===== src/rtl/core/itt_pkg.sv =====
// itt_pkg: shared types, codes and widths for the interval timer table
// depends on nothing; every other file of the block uses it
package itt_pkg;

   localparam int TIMERS_DEFAULT = 16;
   localparam int CMD_W    = 3;
   localparam int ID_W     = 16;
   localparam int PERIOD_W = 32;
   localparam int TIME_W   = 48;
   localparam int STAMP_W  = 32;
   localparam int STATUS_W = 2;
   localparam int VALUE_W  = 49;

   localparam logic [CMD_W-1:0] CMD_ADD     = 3'd0;
   localparam logic [CMD_W-1:0] CMD_CANCEL  = 3'd1;
   localparam logic [CMD_W-1:0] CMD_SET     = 3'd2;
   localparam logic [CMD_W-1:0] CMD_RESTART = 3'd3;
   localparam logic [CMD_W-1:0] CMD_QUERY   = 3'd4;
   localparam logic [CMD_W-1:0] CMD_EXECUTE = 3'd5;

   localparam logic [STATUS_W-1:0] ST_OK     = 2'd0;
   localparam logic [STATUS_W-1:0] ST_ABSENT = 2'd1;
   localparam logic [STATUS_W-1:0] ST_FULL   = 2'd2;

   typedef enum logic [1:0] {
      S_IDLE,
      S_DISPATCH,
      S_SCAN,
      S_DECIDE
   } state_type;

   typedef enum logic [2:0] {
      RK_ADD,
      RK_OK,
      RK_ABSENT,
      RK_NONE,
      RK_TIMEOUT,
      RK_FIRE,
      RK_CLOSE
   } rsp_kind_type;

   typedef struct packed {
      logic         capture;
      logic         scan_clear;
      logic         scan_step;
      logic         do_add;
      logic         do_cancel;
      logic         do_resched;
      logic         do_purge;
      logic         do_fire;
      logic         rsp_load;
      rsp_kind_type rsp_kind;
   } ctrl_cmd_type;

   typedef struct packed {
      logic [CMD_W-1:0] cmd;
      logic             found;
      logic             best_cancelled;
      logic             best_due;
      logic             scan_last;
      logic             rsp_busy;
   } ctrl_stat_type;

endpackage


===== src/rtl/core/itt_if.sv =====
// itt_req_if and itt_rsp_if: valid/ready channels of the timer table
// depends on itt_pkg for field widths
interface itt_req_if;
   logic                          valid;
   logic                          ready;
   logic [itt_pkg::CMD_W-1:0]     command;
   logic [itt_pkg::ID_W-1:0]      target_id;
   logic [itt_pkg::PERIOD_W-1:0]  interval;
   logic [itt_pkg::TIME_W-1:0]    now;
   modport source (output valid, command, target_id, interval, now, input ready);
   modport sink   (input valid, command, target_id, interval, now, output ready);
endinterface

interface itt_rsp_if;
   logic                             valid;
   logic                             ready;
   logic [itt_pkg::STATUS_W-1:0]     status;
   logic signed [itt_pkg::VALUE_W-1:0] value;
   logic                             fired;
   logic                             last;
   modport source (output valid, status, value, fired, last, input ready);
   modport sink   (input valid, status, value, fired, last, output ready);
endinterface


===== src/rtl/core/itt_ctrl.sv =====
// itt_ctrl: command sequencer of the timer table
// depends on itt_pkg; drives itt_dpath through ctrl_cmd_type
module itt_ctrl (
   input  logic                   clock,
   input  logic                   reset,
   input  logic                   req_valid,
   output logic                   req_ready,
   input  itt_pkg::ctrl_stat_type stat,
   output itt_pkg::ctrl_cmd_type  cmd
);
   import itt_pkg::*;

   state_type state_ff, state_in;

   always_ff @(posedge clock) begin
      if (reset) begin
         state_ff <= S_IDLE;
      end else begin
         state_ff <= state_in;
      end
   end

   always_comb begin
      state_in     = state_ff;
      cmd          = '0;
      cmd.rsp_kind = RK_OK;
      req_ready    = 1'b0;
      case (state_ff)
         S_IDLE: begin
            req_ready = 1'b1;
            if (req_valid) begin
               cmd.capture = 1'b1;
               state_in    = S_DISPATCH;
            end
         end
         S_DISPATCH: begin
            if (stat.cmd == CMD_ADD) begin
               if (!stat.rsp_busy) begin
                  cmd.do_add   = 1'b1;
                  cmd.rsp_load = 1'b1;
                  cmd.rsp_kind = RK_ADD;
                  state_in     = S_IDLE;
               end
            end else if (stat.cmd == CMD_CANCEL || stat.cmd == CMD_SET ||
                         stat.cmd == CMD_RESTART || stat.cmd == CMD_QUERY ||
                         stat.cmd == CMD_EXECUTE) begin
               cmd.scan_clear = 1'b1;
               state_in       = S_SCAN;
            end else if (!stat.rsp_busy) begin
               cmd.rsp_load = 1'b1;
               cmd.rsp_kind = RK_OK;
               state_in     = S_IDLE;
            end
         end
         S_SCAN: begin
            cmd.scan_step = 1'b1;
            if (stat.scan_last) state_in = S_DECIDE;
         end
         S_DECIDE: begin
            if (!stat.rsp_busy) begin
               state_in = S_IDLE;
               case (stat.cmd)
                  CMD_CANCEL: begin
                     cmd.rsp_load = 1'b1;
                     if (!stat.found || stat.best_cancelled) begin
                        cmd.rsp_kind = RK_ABSENT;
                     end else begin
                        cmd.do_cancel = 1'b1;
                        cmd.rsp_kind  = RK_OK;
                     end
                  end
                  CMD_SET, CMD_RESTART: begin
                     cmd.rsp_load = 1'b1;
                     if (!stat.found) begin
                        cmd.rsp_kind = RK_ABSENT;
                     end else begin
                        cmd.do_resched = 1'b1;
                        cmd.rsp_kind   = RK_OK;
                     end
                  end
                  CMD_QUERY: begin
                     if (!stat.found) begin
                        cmd.rsp_load = 1'b1;
                        cmd.rsp_kind = RK_NONE;
                     end else if (stat.best_cancelled) begin
                        cmd.do_purge   = 1'b1;
                        cmd.scan_clear = 1'b1;
                        state_in       = S_SCAN;
                     end else begin
                        cmd.rsp_load = 1'b1;
                        cmd.rsp_kind = RK_TIMEOUT;
                     end
                  end
                  CMD_EXECUTE: begin
                     if (stat.found && stat.best_cancelled) begin
                        cmd.do_purge   = 1'b1;
                        cmd.scan_clear = 1'b1;
                        state_in       = S_SCAN;
                     end else if (stat.found && stat.best_due) begin
                        cmd.do_fire    = 1'b1;
                        cmd.rsp_load   = 1'b1;
                        cmd.rsp_kind   = RK_FIRE;
                        cmd.scan_clear = 1'b1;
                        state_in       = S_SCAN;
                     end else begin
                        cmd.rsp_load = 1'b1;
                        cmd.rsp_kind = RK_CLOSE;
                     end
                  end
                  default: begin
                     cmd.rsp_load = 1'b1;
                     cmd.rsp_kind = RK_OK;
                  end
               endcase
            end
         end
         default: state_in = S_IDLE;
      endcase
   end

endmodule


===== src/rtl/core/itt_dpath.sv =====
// itt_dpath: slot storage, ordered scan, scheduling and result register
// depends on itt_pkg; sequenced by itt_ctrl
module itt_dpath #(
   parameter int TIMERS = itt_pkg::TIMERS_DEFAULT
) (
   input  logic                             clock,
   input  logic                             reset,
   input  itt_pkg::ctrl_cmd_type            cmd,
   output itt_pkg::ctrl_stat_type           stat,
   input  logic [itt_pkg::CMD_W-1:0]        req_command,
   input  logic [itt_pkg::ID_W-1:0]         req_target_id,
   input  logic [itt_pkg::PERIOD_W-1:0]     req_interval,
   input  logic [itt_pkg::TIME_W-1:0]       req_now,
   input  logic                             rsp_ready,
   output logic                             rsp_valid,
   output logic [itt_pkg::STATUS_W-1:0]     rsp_status,
   output logic signed [itt_pkg::VALUE_W-1:0] rsp_value,
   output logic                             rsp_fired,
   output logic                             rsp_last
);
   import itt_pkg::*;

   localparam int IW = (TIMERS > 1) ? $clog2(TIMERS) : 1;
   localparam logic [IW-1:0] LAST_IDX = IW'(TIMERS - 1);

   logic                valid_ff  [TIMERS];
   logic                canc_ff   [TIMERS];
   logic                done_ff   [TIMERS];
   logic [ID_W-1:0]     ident_ff  [TIMERS];
   logic [PERIOD_W-1:0] period_ff [TIMERS];
   logic [TIME_W-1:0]   dl_ff     [TIMERS];
   logic [STAMP_W-1:0]  stamp_ff  [TIMERS];

   logic [ID_W-1:0]     id_ctr_ff;
   logic [STAMP_W-1:0]  stamp_ctr_ff;

   logic [CMD_W-1:0]    cmd_ff;
   logic [ID_W-1:0]     id_ff;
   logic [PERIOD_W-1:0] ival_ff;
   logic [TIME_W-1:0]   now_ff;

   logic [IW-1:0]       scan_ff, best_ff;
   logic                found_ff;
   logic [TIME_W-1:0]   best_dl_ff;
   logic [STAMP_W-1:0]  best_st_ff;

   logic                rsp_valid_ff;
   logic [STATUS_W-1:0] rsp_status_ff;
   logic [VALUE_W-1:0]  rsp_value_ff;
   logic                rsp_fired_ff, rsp_last_ff;

   logic [IW-1:0]       free_idx;
   logic                full;
   logic                is_find, cand, ahead;
   logic [PERIOD_W-1:0] sched_period;
   logic [TIME_W:0]     sched_sum;
   logic [TIME_W-1:0]   sched_dl;
   logic [IW-1:0]       wr_idx;
   logic [STATUS_W-1:0] new_status;
   logic [VALUE_W-1:0]  new_value;
   logic                new_fired, new_last;
   logic [ID_W-1:0]     next_id;

   // lowest free slot
   always_comb begin
      free_idx = '0;
      full     = 1'b1;
      for (int i = TIMERS - 1; i >= 0; i--) begin
         if (!valid_ff[i]) begin
            free_idx = IW'(i);
            full     = 1'b0;
         end
      end
   end

   assign is_find = (cmd_ff == CMD_CANCEL) || (cmd_ff == CMD_SET) ||
                    (cmd_ff == CMD_RESTART);
   assign ahead = (dl_ff[scan_ff] < best_dl_ff) ||
                  ((dl_ff[scan_ff] == best_dl_ff) && (stamp_ff[scan_ff] < best_st_ff));
   assign cand  = valid_ff[scan_ff] && (!is_find || ident_ff[scan_ff] == id_ff) &&
                  (!found_ff || ahead);

   // saturating deadline
   assign wr_idx       = cmd.do_add ? free_idx : best_ff;
   assign sched_period = cmd.do_add || (cmd.do_resched && cmd_ff == CMD_SET) ?
                         ival_ff : period_ff[best_ff];
   assign sched_sum    = {1'b0, now_ff} + {{(TIME_W + 1 - PERIOD_W){1'b0}}, sched_period};
   assign sched_dl     = sched_sum[TIME_W] ? '1 : sched_sum[TIME_W-1:0];
   assign next_id      = id_ctr_ff + ID_W'(1);

   always_comb begin
      new_status = ST_OK;
      new_value  = '0;
      new_fired  = 1'b0;
      new_last   = 1'b1;
      case (cmd.rsp_kind)
         RK_ADD: begin
            if (full) new_status = ST_FULL;
            else      new_value  = {{(VALUE_W - ID_W){1'b0}}, next_id};
         end
         RK_ABSENT: new_status = ST_ABSENT;
         RK_NONE:   new_value  = '1;
         RK_TIMEOUT: begin
            if (best_dl_ff > now_ff) new_value = {1'b0, best_dl_ff - now_ff};
         end
         RK_FIRE: begin
            new_value = {{(VALUE_W - ID_W){1'b0}}, ident_ff[best_ff]};
            new_fired = 1'b1;
            new_last  = 1'b0;
         end
         default: ;
      endcase
   end

   always_ff @(posedge clock) begin
      if (cmd.capture) begin
         cmd_ff  <= req_command;
         id_ff   <= req_target_id;
         ival_ff <= req_interval;
         now_ff  <= req_now;
      end
      if (cmd.scan_step && cand) begin
         best_ff    <= scan_ff;
         best_dl_ff <= dl_ff[scan_ff];
         best_st_ff <= stamp_ff[scan_ff];
      end
      if ((cmd.do_add && !full) || cmd.do_resched || cmd.do_fire) begin
         dl_ff[wr_idx]    <= sched_dl;
         stamp_ff[wr_idx] <= stamp_ctr_ff;
      end
      if (cmd.do_add && !full) begin
         ident_ff[free_idx]  <= next_id;
         period_ff[free_idx] <= ival_ff;
      end
      if (cmd.do_resched && cmd_ff == CMD_SET) period_ff[best_ff] <= ival_ff;
      if (cmd.rsp_load) begin
         rsp_status_ff <= new_status;
         rsp_value_ff  <= new_value;
         rsp_fired_ff  <= new_fired;
         rsp_last_ff   <= new_last;
      end
      if (cmd.scan_clear) scan_ff <= '0;
      else if (cmd.scan_step) scan_ff <= scan_ff + IW'(1);
   end

   always_ff @(posedge clock) begin
      if (reset) begin
         for (int i = 0; i < TIMERS; i++) begin
            valid_ff[i] <= 1'b0;
            canc_ff[i]  <= 1'b0;
            done_ff[i]  <= 1'b0;
         end
         id_ctr_ff    <= '0;
         stamp_ctr_ff <= '0;
         found_ff     <= 1'b0;
         rsp_valid_ff <= 1'b0;
      end else begin
         if (cmd.capture) begin
            for (int i = 0; i < TIMERS; i++) done_ff[i] <= 1'b0;
         end
         if (cmd.scan_clear) found_ff <= 1'b0;
         else if (cmd.scan_step && cand) found_ff <= 1'b1;
         if (cmd.do_add && !full) begin
            valid_ff[free_idx] <= 1'b1;
            canc_ff[free_idx]  <= 1'b0;
            id_ctr_ff          <= next_id;
         end
         if (cmd.do_cancel) canc_ff[best_ff] <= 1'b1;
         if (cmd.do_purge) begin
            valid_ff[best_ff] <= 1'b0;
            canc_ff[best_ff]  <= 1'b0;
         end
         if (cmd.do_fire) done_ff[best_ff] <= 1'b1;
         if ((cmd.do_add && !full) || cmd.do_resched || cmd.do_fire)
            stamp_ctr_ff <= stamp_ctr_ff + STAMP_W'(1);
         if (cmd.rsp_load) rsp_valid_ff <= 1'b1;
         else if (rsp_ready) rsp_valid_ff <= 1'b0;
      end
   end

   assign stat.cmd            = cmd_ff;
   assign stat.found          = found_ff;
   assign stat.best_cancelled = canc_ff[best_ff];
   assign stat.best_due       = !done_ff[best_ff] && !(best_dl_ff > now_ff);
   assign stat.scan_last      = (scan_ff == LAST_IDX);
   assign stat.rsp_busy       = rsp_valid_ff && !rsp_ready;

   assign rsp_valid  = rsp_valid_ff;
   assign rsp_status = rsp_status_ff;
   assign rsp_value  = $signed(rsp_value_ff);
   assign rsp_fired  = rsp_fired_ff;
   assign rsp_last   = rsp_last_ff;

endmodule


===== src/rtl/core/interval_timer_table.sv =====
// interval_timer_table: deadline-ordered table of periodic timers
// add and unknown codes load their result from dispatch; cancel, set, restart, query
// and execute first scan every slot, then decide; each purge or firing adds a scan and
// decision, and a held result blocks the next firing until it is taken
// one request at a time: ready again in the cycle after the closing result is loaded
// reset (synchronous, active high) empties the table and clears both counters
module interval_timer_table #(
   parameter int TIMERS = itt_pkg::TIMERS_DEFAULT
) (
   input logic    clock,
   input logic    reset,
   itt_req_if.sink   req_bus,
   itt_rsp_if.source rsp_bus
);
   import itt_pkg::*;

   ctrl_cmd_type  cmd;
   ctrl_stat_type stat;

   // sequencer: accepts a request, runs scans, picks the result kind
   itt_ctrl u_ctrl (
      .clock     (clock),
      .reset     (reset),
      .req_valid (req_bus.valid),
      .req_ready (req_bus.ready),
      .stat      (stat),
      .cmd       (cmd)
   );

   // slot storage, earliest-entry search and output register
   itt_dpath #(.TIMERS(TIMERS)) u_dpath (
      .clock         (clock),
      .reset         (reset),
      .cmd           (cmd),
      .stat          (stat),
      .req_command   (req_bus.command),
      .req_target_id (req_bus.target_id),
      .req_interval  (req_bus.interval),
      .req_now       (req_bus.now),
      .rsp_ready     (rsp_bus.ready),
      .rsp_valid     (rsp_bus.valid),
      .rsp_status    (rsp_bus.status),
      .rsp_value     (rsp_bus.value),
      .rsp_fired     (rsp_bus.fired),
      .rsp_last      (rsp_bus.last)
   );

   // a firing result is never the closing one
   a_fire_not_last: assert property (@(posedge clock) disable iff (reset)
      rsp_bus.valid && rsp_bus.fired |-> !rsp_bus.last && rsp_bus.status == ST_OK)
      else $error("firing result marked last");

   // error statuses only on single closing results
   a_err_last: assert property (@(posedge clock) disable iff (reset)
      rsp_bus.valid && rsp_bus.status != ST_OK |-> rsp_bus.last && !rsp_bus.fired)
      else $error("error status on non-closing result");

   // one request at a time: no accept straight after an accept
   a_one_request: assert property (@(posedge clock) disable iff (reset)
      req_bus.valid && req_bus.ready |=> !req_bus.ready)
      else $error("back-to-back request accepted");

endmodule

===== src/flat_wrapper.sv =====
// flat-port wrapper written by rule: the top's interface ports become plain ports
module interval_timer_table_flat import itt_pkg::*;
#(
   parameter int TIMERS = itt_pkg::TIMERS_DEFAULT
)
  (clock, reset, req_bus_valid, req_bus_command, req_bus_target_id, req_bus_interval, req_bus_now, req_bus_ready, rsp_bus_valid, rsp_bus_status, rsp_bus_value, rsp_bus_fired, rsp_bus_last, rsp_bus_ready);
  itt_req_if req_bus_i ();
  itt_rsp_if rsp_bus_i ();
  input logic clock;
  input logic reset;
  input wire logic [$bits(req_bus_i.valid)-1:0] req_bus_valid;
  input wire logic [$bits(req_bus_i.command)-1:0] req_bus_command;
  input wire logic [$bits(req_bus_i.target_id)-1:0] req_bus_target_id;
  input wire logic [$bits(req_bus_i.interval)-1:0] req_bus_interval;
  input wire logic [$bits(req_bus_i.now)-1:0] req_bus_now;
  output wire logic [$bits(req_bus_i.ready)-1:0] req_bus_ready;
  output wire logic [$bits(rsp_bus_i.valid)-1:0] rsp_bus_valid;
  output wire logic [$bits(rsp_bus_i.status)-1:0] rsp_bus_status;
  output wire logic [$bits(rsp_bus_i.value)-1:0] rsp_bus_value;
  output wire logic [$bits(rsp_bus_i.fired)-1:0] rsp_bus_fired;
  output wire logic [$bits(rsp_bus_i.last)-1:0] rsp_bus_last;
  input wire logic [$bits(rsp_bus_i.ready)-1:0] rsp_bus_ready;
  assign req_bus_i.valid = req_bus_valid;
  assign req_bus_i.command = req_bus_command;
  assign req_bus_i.target_id = req_bus_target_id;
  assign req_bus_i.interval = req_bus_interval;
  assign req_bus_i.now = req_bus_now;
  assign req_bus_ready = req_bus_i.ready;
  assign rsp_bus_valid = rsp_bus_i.valid;
  assign rsp_bus_status = rsp_bus_i.status;
  assign rsp_bus_value = rsp_bus_i.value;
  assign rsp_bus_fired = rsp_bus_i.fired;
  assign rsp_bus_last = rsp_bus_i.last;
  assign rsp_bus_i.ready = rsp_bus_ready;
  interval_timer_table #(.TIMERS(TIMERS)) u_core (.clock(clock), .reset(reset), .req_bus(req_bus_i), .rsp_bus(rsp_bus_i));
endmodule

===== config.mk =====
export PLATFORM = sky130hd
export DESIGN_NAME = interval_timer_table_flat
export DESIGN_NICKNAME = d
export VERILOG_FILES = /design/src/rtl/core/itt_pkg.sv /design/src/rtl/core/itt_if.sv /design/src/rtl/core/itt_ctrl.sv /design/src/rtl/core/itt_dpath.sv /design/src/rtl/core/interval_timer_table.sv /design/src/flat_wrapper.sv
export SDC_FILE = /design/constraint.sdc
export NUM_CORES = 2
export LEC_CHECK = 0
export ABC_CLOCK_PERIOD_IN_PS = 10880
export BUFFER_PORTS_ARGS = -buffer_cell sky130_fd_sc_hd__buf_4
export CAP_MARGIN = 10
export CORE_MARGIN = 2
export CORE_UTILIZATION = 40
export CTS_BUF_LIST = sky130_fd_sc_hd__clkbuf_8
export DETAILED_ROUTE_END_ITERATION = 10
export SYNTH_ARGS = -nofsm -noshare
export SYNTH_HDL_FRONTEND = slang
export SYNTH_SLANG_ARGS = --single-unit

===== constraint.sdc =====
create_clock -name clock -period 10.88 [get_ports clock]
set_input_delay 0.544 -clock clock [delete_from_list [all_inputs] [get_ports clock]]
set_output_delay 0.544 -clock clock [all_outputs]
set_load 0.02 [all_outputs]

==> results.sh <==
export IMPL_layout_core_utilization_pct=45.92
export IMPL_cts_root_buf="clkbuf_8"
export IMPL_synth_compound_area_share_pct=3.333
export IMPL_fmaxAchievable_mhz=121.6
export IMPL_cap_viol_max_count=0
export IMPL_synthXorXnorAreaFrac_pct=1.395
export IMPL_routed_wl_mm=262.3
export IMPL_synth_most_common_cell="edfxtp_1"
export IMPL_synthArstFlopShare_pct=0
export IMPL_syn_num_nets=5405
export IMPL_cts_buffers=408
export IMPL_r2r_cells=15
export IMPL_status="complete, no violations"
export IMPL_track_usage_pct=20.58
export IMPL_dp_cells=8504
export IMPL_p_int_w=0.01601
export IMPL_finalPower_w=0.02172
export IMPL_io_pins=158
export IMPL_wl_per_cell_um=28.12
export IMPL_dieWidth_um=503.6
export IMPL_antenna_left=0
export IMPL_synth_fa_ha_area_share_pct=2.071
export IMPL_cp_cell_sequence="or3_1 > or3_1 > nand2_2 > mux2_2 > ha_1 > fa_1 > a21oi_1 > o211ai_1 > a221oi_1 > o211ai_1 > a41oi_1 > o21a_1 > nor2_1 > nand2_4 > nand2_1"
export IMPL_post_cts_buffers=0
export IMPL_ir_drop_mv=0.1586
export IMPL_synth_top_family_by_area="multiplexers"
export IMPL_synth_largest_area_cell="edfxtp_1"
export IMPL_grt_pass1_vias=53961
export IMPL_p_switching_w=0.005712
export IMPL_first_iter_violations=5297
export IMPL_crit_path_end_kind="flop"
export IMPL_finalCritPeriodShare_pct=75.57
export IMPL_max_stage_delay_ns=0.90
export IMPL_initial_core_util_pct=40.18
export IMPL_ys_types=79
export IMPL_multi_input_comb_area_um2=27530
export IMPL_whs_path_depth=2
export IMPL_relSlewSlack_pct=12.11
export IMPL_netlist_area_um2=99830
export IMPL_start_kind="flop"
export IMPL_path_class="flop to flop"
export IMPL_numPortBuffers=157
export IMPL_area_growth_pct=14.28
export IMPL_fp_dieArea_um2=253600
export IMPL_grt_max_degree=99
export IMPL_detail_route_first_pass_iterations=6
export IMPL_drc=0
export IMPL_critical_path_reg2reg_endpoint="u_core.u_dpath.dl_ff[9][25]"
export IMPL_holdCritPathClass="primary input to flop"
export IMPL_worst_path_max_delay_cell="nand2_2"
export IMPL_synth_seq_cells=2396
export IMPL_critPathArrivalTime_ns=8.76
export IMPL_grt_pass1_wl_mm=376.5
export IMPL_rows=183
export IMPL_layout_nets=5955
export IMPL_grt_met3_usage_pct=3.461
export IMPL_pwr_share_seq_pct=48.7
export IMPL_postSynthCellCount=5138
export IMPL_worstPathRequired_ns=11.41
export IMPL_use_met2_pct=33.87
export IMPL_clk_path_buf_depth=4
export IMPL_vias=52390
export IMPL_avgViaCountPerCell=5.618
export IMPL_antenna_found_initial=10
export IMPL_crit_fanout=42
export IMPL_setup_viol=0
export IMPL_hpwl_mm=149.4
export IMPL_grt_met1_usage_pct=27.23
export IMPL_die_height_um=503.6
export IMPL_syn_mean_instance_area_um2=19.43
export IMPL_swShare_pct=26.30
export IMPL_yosys_top_cells_count="edfxtp_1, mux4_2, nor2_1, nand2_1, inv_1"
export IMPL_drive_gt1_share_pct=26.77
export IMPL_tritoncts="yes"
export IMPL_yosys_warnings=0
export IMPL_hold_path_end="u_core.u_dpath.now_ff[33]"
export IMPL_rsz0062_at_grt="no"
export IMPL_synth_area_leaders="edfxtp_1, mux4_2, ha_1, dfxtp_1, nor2_1"
export IMPL_tns_ns=0
export IMPL_yosysSeqAreaShare_pct=71.27
export IMPL_placed_cell_area_um2=105700
export IMPL_synth_top_cell_area_share_pct=69.67
export IMPL_grt_overflow=0
export IMPL_hold_path_startpoint="req_bus_now[33]"
export IMPL_reg2reg_from="u_core.u_dpath.cmd_ff[2]"
export IMPL_cts_max_level=5
export IMPL_total_leakage_power_nw=36.76
export IMPL_synth_edff_count=2316
export IMPL_synth_top_flop_cell="edfxtp_1"
export IMPL_worst_r2r_setup_slack_ns=2.66
export IMPL_fill_cells=21064
export IMPL_hold_violations=0
export IMPL_tightest_slew_ns=1.314
export IMPL_core_area_um2=248400
export IMPL_pwr_share_comb_pct=17.0
export IMPL_slew_viol_final=0
export IMPL_p_clk_share_pct=34.3
export IMPL_top_usage_layer="met2"
export IMPL_p_per_area_nw_per_um2=190.4
export IMPL_min_period_ns=8.222
export IMPL_cts_sinks=2396
export IMPL_finalNonFillerCells=9325
export IMPL_yosys_area_share_simple_pct=3.319
export IMPL_place_congestion=0.9058
export IMPL_clk_latency_ns=1.13
export IMPL_fin_skew_ns=0.1836
export IMPL_final_area_um2=114100
export IMPL_cts_clk_slew_worst_paths_ns=0.06
export IMPL_synth_area_mux_share_pct=17.02
export IMPL_seq_area_um2=71180
## final cells by class
| type | instances | area share [%] |
|---|---|---|
| sequential | 2396 | 62.39 |
| multi-input combinational | 2343 | 24.13 |
| clock buffer | 424 | 5.115 |
| tap | 3330 | 3.652 |
| timing repair buffer | 374 | 2.814 |
| clock inverter | 287 | 1.339 |
| inverter | 165 | 0.5429 |
| antenna | 6 | 0.01316 |
## power groups by stage
stage	clock network, W	registers [W]	logic (W)
after CTS	0.00763	0.0106	0.00374
after global placement	0	0.0108	0.00366
after detailed placement	0	0.0108	0.00369
final	0.00745	0.0106	0.00369
after floorplan	0	0.0106	0.00273
after global routing	0.00803	0.0106	0.00396
## flip-flops by register name, indices dropped and copies added (netlist names), 32 cells and up, named ones only
| signal | flops |
|---|---|
| u_core.u_dpath.stamp_ff | 512 |
| u_core.u_dpath.ident_ff | 256 |
| u_core.u_dpath.stamp_ctr_ff | 32 |
| u_core.u_dpath.rsp_value | 49 |
| u_core.u_dpath.now_ff | 48 |
| u_core.u_dpath.best_dl_ff | 48 |
| u_core.u_dpath.dl_ff | 768 |
| u_core.u_dpath.best_st_ff | 32 |
| u_core.u_dpath.period_ff | 512 |
| u_core.u_dpath.ival_ff | 32 |
## metrics by stage
stage	setup WS, ns	hold WS [ns]
global placement	2.217	0.4388
CTS	2.357	0.005350
global route	2.114	0.06544
detailed placement	2.157	0.4474
finish	2.658	0.1435
floorplan	0.4316	0.4199
## routing by layer
layer	wire length (um)	up-vias
li1	-	22252
met2	129300	2014
met1	106300	27643
met3	16280	477
met4	10350	4
met5	25	-
## how the worst max path moves through the flow
stage,slack [ns],from,to
finish,2.66,u_core.u_dpath.cmd_ff[2],u_core.u_dpath.dl_ff[9][25]
global route,2.11,u_core.u_dpath.cmd_ff[2],u_core.u_dpath.dl_ff[9][25]
CTS,2.36,u_core.u_dpath.cmd_ff[2],u_core.u_dpath.dl_ff[3][41]
detailed placement,2.16,rsp_bus_ready,u_core.u_dpath.dl_ff[0][41]
global placement,2.22,rsp_bus_ready,u_core.u_dpath.dl_ff[0][41]
floorplan,0.43,flop,flop
## worst max-delay path: cells and delay by family, from the launching register on
kind                       cells  cell delay (ns)
AOI/OAI and AO/OA              6             2.45
adders and majority gates      2             0.68
DFF                            1             0.54
muxes                          1             0.44
and+or+nand+nor                6             3.43
## cells by family after synthesis
group | after synthesis
mux | 802
flops | 2396
buf+inv | 399
simple gates | 703
fa+ha+maj | 164
compound gates | 515
xor+xnor | 159
## layout by cell type (no fill, tap or decap), types with 38 or more instances in the layout
cell,instances
inv_1,311
edfxtp_1,2316
buf_4,259
nor2_4,41
mux4_2,711
clkinv_1,91
dfxtp_1,72
nor2_1,168
a21oi_1,142
nand2_1,193
nand4_1,47
a21o_1,61
xor2_1,84
dlygate4sd3_1,102
mux2_2,53
o21bai_1,39
nand3_1,56
xnor2_1,70
clkbuf_8,424
o21ai_0,108
ha_1,162
mux2i_1,38
## timing repair
item	CTS	global route
gates resized for setup	0	0
hold buffers	102	0
endpoints found under the hold margin	101	0
Note: power is estimated with default switching activity, not from simulation.
